`config.mk`:
```
export PLATFORM = sky130hd
export DESIGN_NAME = spi_master_fifo_controller
export DESIGN_NICKNAME = d
export VERILOG_FILES = /design/src/sv/spimf_pkg.sv /design/src/sv/spimf_ctrl.sv /design/src/sv/spimf_dp.sv /design/src/sv/spi_master_fifo_controller.sv
export SDC_FILE = /design/constraint.sdc
export NUM_CORES = 1
export LEC_CHECK = 0
export ABC_AREA = 1
export BUFFER_PORTS_ARGS = -buffer_cell sky130_fd_sc_hd__buf_4
export CAP_MARGIN = 30
export CELL_PAD_IN_SITES_DETAIL_PLACEMENT = 1
export CELL_PAD_IN_SITES_GLOBAL_PLACEMENT = 2
export CORE_UTILIZATION = 43
export CTS_BUF_LIST = sky130_fd_sc_hd__clkbuf_4 sky130_fd_sc_hd__clkbuf_8
export DETAILED_ROUTE_END_ITERATION = 8
export PLACE_DENSITY = 0.84
export SETUP_SLACK_MARGIN = 0.2
export SYNTH_ARGS = -nofsm -noshare
export SYNTH_HDL_FRONTEND = slang
export SYNTH_SLANG_ARGS = --single-unit
```
`constraint.sdc`:
```
create_clock -name clk -period 3.65 [get_ports clk]
set_input_delay 0 -clock clk [delete_from_list [all_inputs] [get_ports clk]]
set_output_delay 0 -clock clk [all_outputs]
set_load 0.02 [all_outputs]
```
`src/sv/spimf_pkg.sv`:
```
// ----------------------------------------------------------------------------
// spimf_pkg
// Shared types and constants for the SPI master with transmit/receive FIFOs.
// ----------------------------------------------------------------------------
package spimf_pkg;

  typedef enum logic [1:0] {
    ACT_TICK  = 2'd0,
    ACT_READ  = 2'd1,
    ACT_WRITE = 2'd2,
    ACT_NONE  = 2'd3
  } action_t;

  localparam logic [6:0] OFF_SRST  = 7'h40;
  localparam logic [6:0] OFF_CTRL  = 7'h60;
  localparam logic [6:0] OFF_STAT  = 7'h64;
  localparam logic [6:0] OFF_TXD   = 7'h68;
  localparam logic [6:0] OFF_RXD   = 7'h6C;
  localparam logic [6:0] OFF_SEL   = 7'h70;
  localparam logic [6:0] OFF_TXOCC = 7'h74;
  localparam logic [6:0] OFF_RXOCC = 7'h78;

  localparam logic [31:0] SRST_KEY = 32'h0000000A;

  // control register bit positions
  localparam int CR_ENABLE  = 1;
  localparam int CR_MASTER  = 2;
  localparam int CR_CPOL    = 3;
  localparam int CR_CPHA    = 4;
  localparam int CR_RXRST   = 6;
  localparam int CR_MANUAL  = 7;
  localparam int CR_INHIBIT = 8;
  localparam logic [8:0] CTRL_RESET = 9'h100;

  typedef struct packed {
    logic [1:0]  action;
    logic [6:0]  reg_offset;
    logic [31:0] write_data;
    logic        miso;
  } in_item_t;

  typedef struct packed {
    logic [31:0] read_data;
    logic        sclk;
    logic        mosi;
    logic [7:0]  slave_select;
    logic        busy_res;
  } out_item_t;

  typedef struct packed {
    logic load;   // capture the incoming item
    logic exec;   // apply the captured item and register the result
  } dp_cmd_t;

endpackage

```
`src/sv/spimf_ctrl.sv`:
```
// ----------------------------------------------------------------------------
// spimf_ctrl
// Sequencer: accepts an item, runs the execute state, strobes the result.
// ----------------------------------------------------------------------------
module spimf_ctrl import spimf_pkg::*; (
  input  logic    clk,
  input  logic    rst_n,
  input  logic    start,
  output logic    busy,
  output logic    out_valid,
  output dp_cmd_t cmd
);

  typedef enum logic [1:0] {
    S_IDLE = 2'b01,
    S_EXEC = 2'b10
  } state_t;

  state_t state_r, state_nxt;
  logic   out_valid_r, out_valid_nxt;

  always_comb begin
    state_nxt = state_r;
    unique case (state_r)
      S_IDLE: begin
        if (start) state_nxt = S_EXEC;
      end
      S_EXEC: begin
        state_nxt = S_IDLE;
      end
      default: state_nxt = S_IDLE;
    endcase
    out_valid_nxt = (state_r == S_EXEC);
  end

  always_ff @(posedge clk) begin
    if (!rst_n) begin
      state_r     <= S_IDLE;
      out_valid_r <= 1'b0;
    end else begin
      state_r     <= state_nxt;
      out_valid_r <= out_valid_nxt;
    end
  end

  assign busy      = (state_r == S_EXEC);
  assign out_valid = out_valid_r;
  assign cmd.load  = (state_r == S_IDLE) && start;
  assign cmd.exec  = (state_r == S_EXEC);

  a_accept_exec: assert property (@(posedge clk) disable iff (!rst_n)
    start && !busy |=> busy) else $error("accepted item not executed");
  a_exec_strobe: assert property (@(posedge clk) disable iff (!rst_n)
    busy |=> out_valid && !busy) else $error("execute did not strobe result");
  a_no_spurious: assert property (@(posedge clk) disable iff (!rst_n)
    !busy |=> !out_valid) else $error("result without execute");
  a_onehot: assert property (@(posedge clk) disable iff (!rst_n)
    $onehot(state_r)) else $error("state not one-hot");

endmodule

```
`src/sv/spimf_dp.sv`:
```
// ----------------------------------------------------------------------------
// spimf_dp
// Register file, FIFOs, shifter and serial clock divider.
// ----------------------------------------------------------------------------
module spimf_dp import spimf_pkg::*; #(
  parameter int FIFO_DEPTH = 16,
  parameter int NUM_SLAVES = 8
) (
  input  logic      clk,
  input  logic      rst_n,
  input  dp_cmd_t   cmd,
  input  in_item_t  in_data,
  input  logic      cfg_we,
  input  logic [7:0] cfg_wdata,
  output out_item_t out_data
);

  localparam int AW = (FIFO_DEPTH > 1) ? $clog2(FIFO_DEPTH) : 1;
  localparam int CW = $clog2(FIFO_DEPTH + 1);
  localparam int SW = CW + 1;

  in_item_t  item_r;
  out_item_t out_r, out_nxt;
  logic [7:0] hp_r;

  logic [8:0]            ctrl_r, ctrl_nxt;
  logic [NUM_SLAVES-1:0] sel_r, sel_nxt;
  logic [7:0]            tx_mem [FIFO_DEPTH];
  logic [7:0]            rx_mem [FIFO_DEPTH];
  logic [7:0]            tx_rd_r, rx_rd_r;
  logic [AW-1:0]         tx_head_r, tx_head_nxt, rx_head_r, rx_head_nxt;
  logic [CW-1:0]         tx_cnt_r, tx_cnt_nxt, rx_cnt_r, rx_cnt_nxt;
  logic [7:0]            shift_r, shift_nxt, rxb_r, rxb_nxt;
  logic [3:0]            bitc_r, bitc_nxt;
  logic [7:0]            div_r, div_nxt;
  logic                  lvl_r, lvl_nxt, shifting_r, shifting_nxt;

  logic          tx_we, rx_we;
  logic [AW-1:0] tx_waddr, rx_waddr;
  logic [7:0]    rx_wdata;

  function automatic logic [AW-1:0] wrap_add(input logic [AW-1:0] p, input logic [CW-1:0] n);
    logic [SW-1:0] s;
    s = SW'(p) + SW'(n);
    if (s >= SW'(FIFO_DEPTH)) s = s - SW'(FIFO_DEPTH);
    return s[AW-1:0];
  endfunction

  assign tx_waddr = wrap_add(tx_head_r, tx_cnt_r);
  assign rx_waddr = wrap_add(rx_head_r, rx_cnt_r);

  always_comb begin
    logic [8:0]  div9;
    logic [7:0]  hp_eff;
    logic        active;
    logic [31:0] rd;
    logic [31:0] ss_ext;
    logic [3:0]  bm1;
    logic [2:0]  idx;

    ctrl_nxt = ctrl_r;       sel_nxt = sel_r;
    tx_head_nxt = tx_head_r; tx_cnt_nxt = tx_cnt_r;
    rx_head_nxt = rx_head_r; rx_cnt_nxt = rx_cnt_r;
    shift_nxt = shift_r;     rxb_nxt = rxb_r;
    bitc_nxt = bitc_r;       div_nxt = div_r;
    lvl_nxt = lvl_r;         shifting_nxt = shifting_r;
    tx_we = 1'b0; rx_we = 1'b0; rx_wdata = rxb_r;
    rd = '0;
    hp_eff = (hp_r == 8'd0) ? 8'd1 : hp_r;
    div9 = {1'b0, div_r} + 9'd1;
    active = ctrl_r[CR_ENABLE] && ctrl_r[CR_MASTER] && !ctrl_r[CR_INHIBIT];

    unique case (action_t'(item_r.action))
      ACT_TICK: begin
        if (active) begin
          if (shifting_r) begin
            if (div9 >= {1'b0, hp_eff}) begin
              div_nxt = '0;
              lvl_nxt = ~lvl_r;
              if (ctrl_r[CR_CPHA] == bitc_r[0]) rxb_nxt = {rxb_r[6:0], item_r.miso};
              if (bitc_r == 4'd15) begin
                if (rx_cnt_r < CW'(FIFO_DEPTH)) begin
                  rx_we      = 1'b1;
                  rx_wdata   = rxb_nxt;
                  rx_cnt_nxt = rx_cnt_r + CW'(1);
                end
                shifting_nxt = 1'b0;
                bitc_nxt     = '0;
                lvl_nxt      = 1'b0;
              end else begin
                bitc_nxt = bitc_r + 4'd1;
              end
            end else begin
              div_nxt = div9[7:0];
            end
          end
          // load the next byte once the shifter is free
          if (!shifting_nxt && tx_cnt_r != '0) begin
            shift_nxt    = tx_rd_r;
            tx_head_nxt  = wrap_add(tx_head_r, CW'(1));
            tx_cnt_nxt   = tx_cnt_r - CW'(1);
            rxb_nxt      = '0;
            bitc_nxt     = '0;
            div_nxt      = '0;
            lvl_nxt      = 1'b0;
            shifting_nxt = 1'b1;
          end
        end
      end
      ACT_READ: begin
        unique case (item_r.reg_offset)
          OFF_CTRL:  rd = 32'(ctrl_r);
          OFF_STAT:  rd = {28'd0, tx_cnt_r >= CW'(FIFO_DEPTH), tx_cnt_r == '0,
                           rx_cnt_r >= CW'(FIFO_DEPTH), rx_cnt_r == '0};
          OFF_RXD: begin
            if (rx_cnt_r != '0) begin
              rd          = 32'(rx_rd_r);
              rx_head_nxt = wrap_add(rx_head_r, CW'(1));
              rx_cnt_nxt  = rx_cnt_r - CW'(1);
            end
          end
          OFF_SEL:   rd = 32'(sel_r);
          OFF_TXOCC: rd = 32'(tx_cnt_r);
          OFF_RXOCC: rd = (rx_cnt_r != '0) ? 32'(rx_cnt_r - CW'(1)) : '0;
          default:   rd = '0;
        endcase
      end
      ACT_WRITE: begin
        unique case (item_r.reg_offset)
          OFF_SRST: begin
            if (item_r.write_data == SRST_KEY) begin
              ctrl_nxt = CTRL_RESET;   sel_nxt = '1;
              tx_head_nxt = '0;        tx_cnt_nxt = '0;
              rx_head_nxt = '0;        rx_cnt_nxt = '0;
              shift_nxt = '0;          rxb_nxt = '0;
              bitc_nxt = '0;           div_nxt = '0;
              lvl_nxt = 1'b0;          shifting_nxt = 1'b0;
            end
          end
          OFF_CTRL: begin
            if (item_r.write_data[CR_RXRST]) rx_cnt_nxt = '0;
            ctrl_nxt = item_r.write_data[8:0];
            ctrl_nxt[CR_RXRST] = 1'b0;
          end
          OFF_TXD: begin
            if (tx_cnt_r < CW'(FIFO_DEPTH)) begin
              tx_we      = 1'b1;
              tx_cnt_nxt = tx_cnt_r + CW'(1);
            end
          end
          OFF_SEL: sel_nxt = item_r.write_data[NUM_SLAVES-1:0];
          default: ;
        endcase
      end
      default: ;
    endcase

    // line levels after the update
    bm1 = bitc_nxt - 4'd1;
    if (ctrl_nxt[CR_CPHA]) idx = (bitc_nxt == '0) ? 3'd7 : 3'd7 - bm1[3:1];
    else                   idx = 3'd7 - bitc_nxt[3:1];
    ss_ext = '1;
    if (ctrl_nxt[CR_MANUAL] || shifting_nxt) ss_ext[NUM_SLAVES-1:0] = sel_nxt;

    out_nxt.read_data    = rd;
    out_nxt.sclk         = lvl_nxt ^ ctrl_nxt[CR_CPOL];
    out_nxt.mosi         = shifting_nxt ? shift_nxt[idx] : 1'b1;
    out_nxt.slave_select = ss_ext[7:0];
    out_nxt.busy_res     = shifting_nxt;
  end

  // head entries are registered on the accept edge, ahead of the execute cycle
  always_ff @(posedge clk) begin
    if (cmd.load) item_r <= in_data;
    if (cmd.exec) out_r <= out_nxt;
    if (cmd.exec && tx_we) tx_mem[tx_waddr] <= item_r.write_data[7:0];
    if (cmd.exec && rx_we) rx_mem[rx_waddr] <= rx_wdata;
    tx_rd_r <= tx_mem[tx_head_r];
    rx_rd_r <= rx_mem[rx_head_r];
  end

  always_ff @(posedge clk) begin
    if (!rst_n) begin
      hp_r <= 8'd1;
      ctrl_r <= CTRL_RESET;  sel_r <= '1;
      tx_head_r <= '0;       tx_cnt_r <= '0;
      rx_head_r <= '0;       rx_cnt_r <= '0;
      shift_r <= '0;         rxb_r <= '0;
      bitc_r <= '0;          div_r <= '0;
      lvl_r <= 1'b0;         shifting_r <= 1'b0;
    end else begin
      if (cfg_we) hp_r <= cfg_wdata;
      if (cmd.exec) begin
        ctrl_r <= ctrl_nxt;        sel_r <= sel_nxt;
        tx_head_r <= tx_head_nxt;  tx_cnt_r <= tx_cnt_nxt;
        rx_head_r <= rx_head_nxt;  rx_cnt_r <= rx_cnt_nxt;
        shift_r <= shift_nxt;      rxb_r <= rxb_nxt;
        bitc_r <= bitc_nxt;        div_r <= div_nxt;
        lvl_r <= lvl_nxt;          shifting_r <= shifting_nxt;
      end
    end
  end

  assign out_data = out_r;

endmodule

```
`src/sv/spi_master_fifo_controller.sv`:
```
// ----------------------------------------------------------------------------
// spi_master_fifo_controller
// Register-mapped SPI master with byte-wide transmit and receive FIFOs.
//
//  channel  ports                      handshake
//  -------  -------------------------  -----------------------------------
//  input    start, busy, in_data       taken when start && !busy
//  result   out_valid, out_data        one-cycle strobe, cannot be stalled
//  config   cfg_we, cfg_wdata          written when cfg_we, no wait
//
// Each item passes through the accept cycle and the execute state in the
// controller; busy is high during execute. The result strobes in the cycle
// after execute, while the next item can already be accepted.
// Reset (rst_n low, synchronous) resets all control state; no clearing pass.
// ----------------------------------------------------------------------------
module spi_master_fifo_controller import spimf_pkg::*; #(
  parameter int FIFO_DEPTH = 16,
  parameter int NUM_SLAVES = 8
) (
  input  logic       clk,
  input  logic       rst_n,
  input  logic       start,
  output logic       busy,
  input  in_item_t   in_data,
  output logic       out_valid,
  output out_item_t  out_data,
  input  logic       cfg_we,
  input  logic [7:0] cfg_wdata
);

  dp_cmd_t cmd;

  spimf_ctrl u_ctrl (
    .clk       (clk),
    .rst_n     (rst_n),
    .start     (start),
    .busy      (busy),
    .out_valid (out_valid),
    .cmd       (cmd)
  );

  spimf_dp #(
    .FIFO_DEPTH (FIFO_DEPTH),
    .NUM_SLAVES (NUM_SLAVES)
  ) u_dp (
    .clk       (clk),
    .rst_n     (rst_n),
    .cmd       (cmd),
    .in_data   (in_data),
    .cfg_we    (cfg_we),
    .cfg_wdata (cfg_wdata),
    .out_data  (out_data)
  );

endmodule

```
==> results.md <==
- Outcome: finished clean
- Worst-case hold path end point: u_ctrl.state_r[0]
- Flop pwr share: 51.9%
- Worst Hold Launch: start
- Fmax: 0.310 GHz
- Slew Viols, Final: 0
- Clock sink count: just over 400
- Leak Pwr: 7.91 nW
- Worst-case reg-to-reg path depth: 20
- Final WL: 53500 um
- Worst-Skew Late Latency: 0.63 ns
- Fin. Hold Viols: 0
- Worst flop-to-flop path endpoint: u_dp.rx_mem[12][2]
- Logic pwr share: 4.1%
- Clock Tree Buf Depth: 3
- Largest net degree at the start of global routing: 49
- DRT Pass-1 Iters: 5
- Die height: 206 um
- Die footprint: 42300 um2
- Core area: 40800 um2
- Critical path class: flip-flop to flip-flop
- Vias per cell: 5.47
- MaxCap Viol Count: 0
- Post-Synthesis Cells: 1611
- Complex-gate fraction of the synthesized area: between 10% and 20%
- FFs w/ async S/R, synth: 0%
- Routed Antenna Nets: 0
- Fin crit share: 88.5%
- # nets final: 1912
- RePlAce Congestion: 0.894
- Setup repair after global routing missed its margin: no
- Port bufs: 98
- Setup tns final: 0 ns
- Clock power share: 43.9%
- Max_slew headroom: 28.2%
- Avg Synthesized Cell Area: 11.1 um2
- Number of enable flip-flop cells after synthesis: 319
- GR Overflow Total: 0
- Post-DP HPWL: about 35000 um
- CTS root buf: clkbuf_8
- First-pass GRT wire length: between 80000 and 90000 um
- Int Pwr: 7.63 mW
- Worst hold path class: input pin to flip-flop
- Warnings, synthesis: 0
- CP endpoint kind: flip-flop
- 1st-iter DRT viols: between 1000 and 1500
- Seq/Total Area, Yosys: between 60 and 70%
- Tmin final: 3.23 ns
- Initial antenna violation count: 0
- Synth Area in Adders: 2.02%
- Crit path max fanout: 8
- Ys flop type: edfxtp_1
- DR vias: roughly 13000
- Crit path arrival time: 3.54 ns
- Cell total after placement: ~2200
- Rows: between 70 and 80
- Slew @ Worst Pin: 1.07 ns
- PD cells: 454 nW/um2
- Residual DRC count: 0
- Reg2reg setup slack: 0.42 ns
- Netlist Area Pre-Place: between 15000 and 20000 um2
- GRT Overall Usage: ~26%
- Post-synthesis mux area share: around 1.2%
- CTS buffer count: 70
- Non-Filler Instances: 2415
- Area grow syn2layout: 21.4%
- H-tree depth reported by CTS: 3
- Initial Util: 43.7%
- Setup violators final: 0
- Post-synth net total: 1692
- R2r startpoint: u_dp.div_r[0]
- Post-synthesis xor/xnor area fraction: 1.03%
- Antenna cells: 0
- Cell variety after synth: 57
- P_sw: between 2 and 2.5 mW
- Vias in the first global route: 13800
- Worst Hold Path Cells: 5
- CP required: ~4.0 ns
- Sw frac: 22.4%
- Die Width: 206 um
- Peak supply drop: approximately 0.38 mV
- Final clock skew: 0.0294 ns
- CTS tree: done
- Top Ports: between 90 and 100
- Crit start category: flip-flop
- Number of synthesized register bits: 410
- Share of cells above drive strength 1: a little under a fifth
- CTS clk-pin slew, worst paths: 0.06 ns
- WL/cell: 22.2 um
- Largest family of logic cells by synthesized area: compound AO/OA/AOI/OAI gates
- Simple-gate share of the synthesized area: 12.7%
==> cell usage in the layout, fill, tap and decap left out, types with 8 or more instances in the layout <==
master         Yosys  routed
edfxtp_1         319     319
nor2_1           197     187
buf_4             22     169
nand2_1          167     166
o21ai_0          167     166
inv_1            126     125
a21oi_1           86      86
dfxtp_1           91      85
clkbuf_8           0      77
dlygate4sd3_1      0      67
nand3_1           68      63
o221ai_1          43      43
ha_1              24      23
o211ai_1          22      22
mux2i_1           21      21
clkbuf_4           0      18
o22ai_1           17      17
clkinv_1           2      17
a211oi_1          16      16
nor3_1            15      15
nor2_2             6      13
xor2_1            13      13
o32ai_1           12      12
nor2_4             8      11
nor4_1            12      11
nand2_2            9       8
inv_2              8       8
a31oi_1            8       8
==> metal layers <==
layer	GRT usage, %	vias to the layer above	routed length [um]
met2	45.5	333	27600
met5	0	-	0
met3	3.52	108	2030
li1	-	6232	-
met4	10.1	0	1610
met1	31.3	6534	22300
==> registers in the layout, indices dropped and copies added (netlist names), 21 cells and up <==
register,cells
u_dp.tx_mem,128
u_dp.out_data,21
u_dp.item_r,42
u_dp.rx_mem,128
==> cells in the mapped netlist, types with 2 or more instances <==
cell type	count	area share [%]
a2111oi_0	2	0.098
a211oi_1	16	0.67
a211oi_2	3	0.21
a21o_1	3	0.13
a21oi_1	86	2.4
a22oi_1	3	0.13
a31oi_1	8	0.28
buf_4	22	0.93
clkbuf_1	66	1.4
clkinv_1	2	0.042
dfxtp_1	91	10
edfxtp_1	319	54
fa_1	3	0.34
ha_1	24	1.7
inv_1	126	2.7
inv_2	8	0.17
mux2i_1	21	1.2
nand2_1	167	3.5
nand2_2	9	0.32
nand2_4	3	0.19
nand3_1	68	1.9
nand3_2	3	0.17
nand4_1	7	0.25
nor2_1	197	4.1
nor2_2	6	0.21
nor2_4	8	0.51
nor3_1	15	0.42
nor4_1	12	0.42
o211ai_1	22	0.93
o21ai_0	167	4.7
o21ai_1	3	0.084
o21ai_2	2	0.098
o21ai_4	2	0.18
o221ai_1	43	2.1
o22ai_1	17	0.60
o32ai_1	12	0.59
or2_2	3	0.11
or4_1	4	0.17
xnor2_1	8	0.39
xor2_1	13	0.64
==> logic make-up after synthesis <==
kind of cell / after synthesis
adders and majority gates: 27
AOI/OAI and AO/OA: 398
muxes: 21
buffers and inverters: 227
xor gates and xnor gates: 21
and+or+nand+nor: 507
DFF: 410
==> power by group through the flow <==
stage,Sequential (mW),Combinational (mW),Clock (mW)
6_report,5.10,0.407,4.32
5_1_grt,5.10,0.439,4.59
4_1_cts,5.10,0.390,4.37
3_5_place_dp,5.19,0.326,0
3_3_place_gp,5.19,0.317,0
2_1_floorplan,5.20,0.165,0
==> worst max-delay path by stage <==
stage / depth (start not counted) / startpoint / to / slack, ns
2_1_floorplan: 18 / u_dp.div_r[0] / u_dp.rx_mem[0][0] / 0.45
3_3_place_gp: 20 / u_dp.div_r[0] / u_dp.rx_mem[4][0] / 0.20
3_5_place_dp: 20 / u_dp.div_r[0] / u_dp.rx_mem[4][3] / 0.02
4_1_cts: 20 / u_dp.div_r[0] / u_dp.rx_mem[2][7] / 0.17
5_1_grt: 23 / u_dp.hp_r[7] / u_dp.out_data[9] / 0.17
6_report: 20 / u_dp.div_r[0] / u_dp.rx_mem[12][2] / 0.42
==> layout make-up <==
cell class	instances	area, um2
Fill cell	4383	19200
Sequential cell	410	11400
Multi-Input combinational cell	974	5640
Timing Repair Buffer	238	1970
Clock buffer	95	1190
Tap cell	532	666
Inverter	137	517
Clock inverter	29	243
==> timing repair <==
action	in CTS	in global routing
setup buffers	0	9
hold buffers	67	0
gates resized for setup	4	29
hold endpoints to repair	63	0
pin swaps	0	6
setup endpoints to repair	128	252
==> stage by stage <==
stage | utilization (%) | cell area [um2] | hold WS, ns | setup slack (ns) | power, mW
final | 53.0 | 21600 | 0.0587 | 0.421 | 9.83
after global placement | 47.3 | 19300 | 0.179 | 0.197 | 5.51
after floorplan | - | 17800 | 0.0989 | 0.449 | 5.36
after detailed placement | 47.3 | 19300 | 0.180 | 0.0153 | 5.52
after global routing | 53.0 | 21600 | 0.0755 | 0.165 | 10.1
after CTS | 52.5 | 21400 | 0.0487 | 0.167 | 9.86
==> critical path, stage by stage (launching register included) <==
cell and delay, ns:
dfxtp_2 0.40, ha_4 0.17, nand3_4 0.10, xnor2_2 0.15
ha_1 0.30, nand2_1 0.06, inv_1 0.06, nand3_1 0.07
nand3_1 0.08, nand2_1 0.05, nand2_1 0.06, nand2_1 0.08
nand2_4 0.14, nand2_4 0.08, inv_4 0.12, nand2_4 0.08
nor4_4 0.27, buf_6 0.19, nand3_4 0.14, nor2_1 0.12
buf_4 0.17
Power figures use the tool's default switching activity.
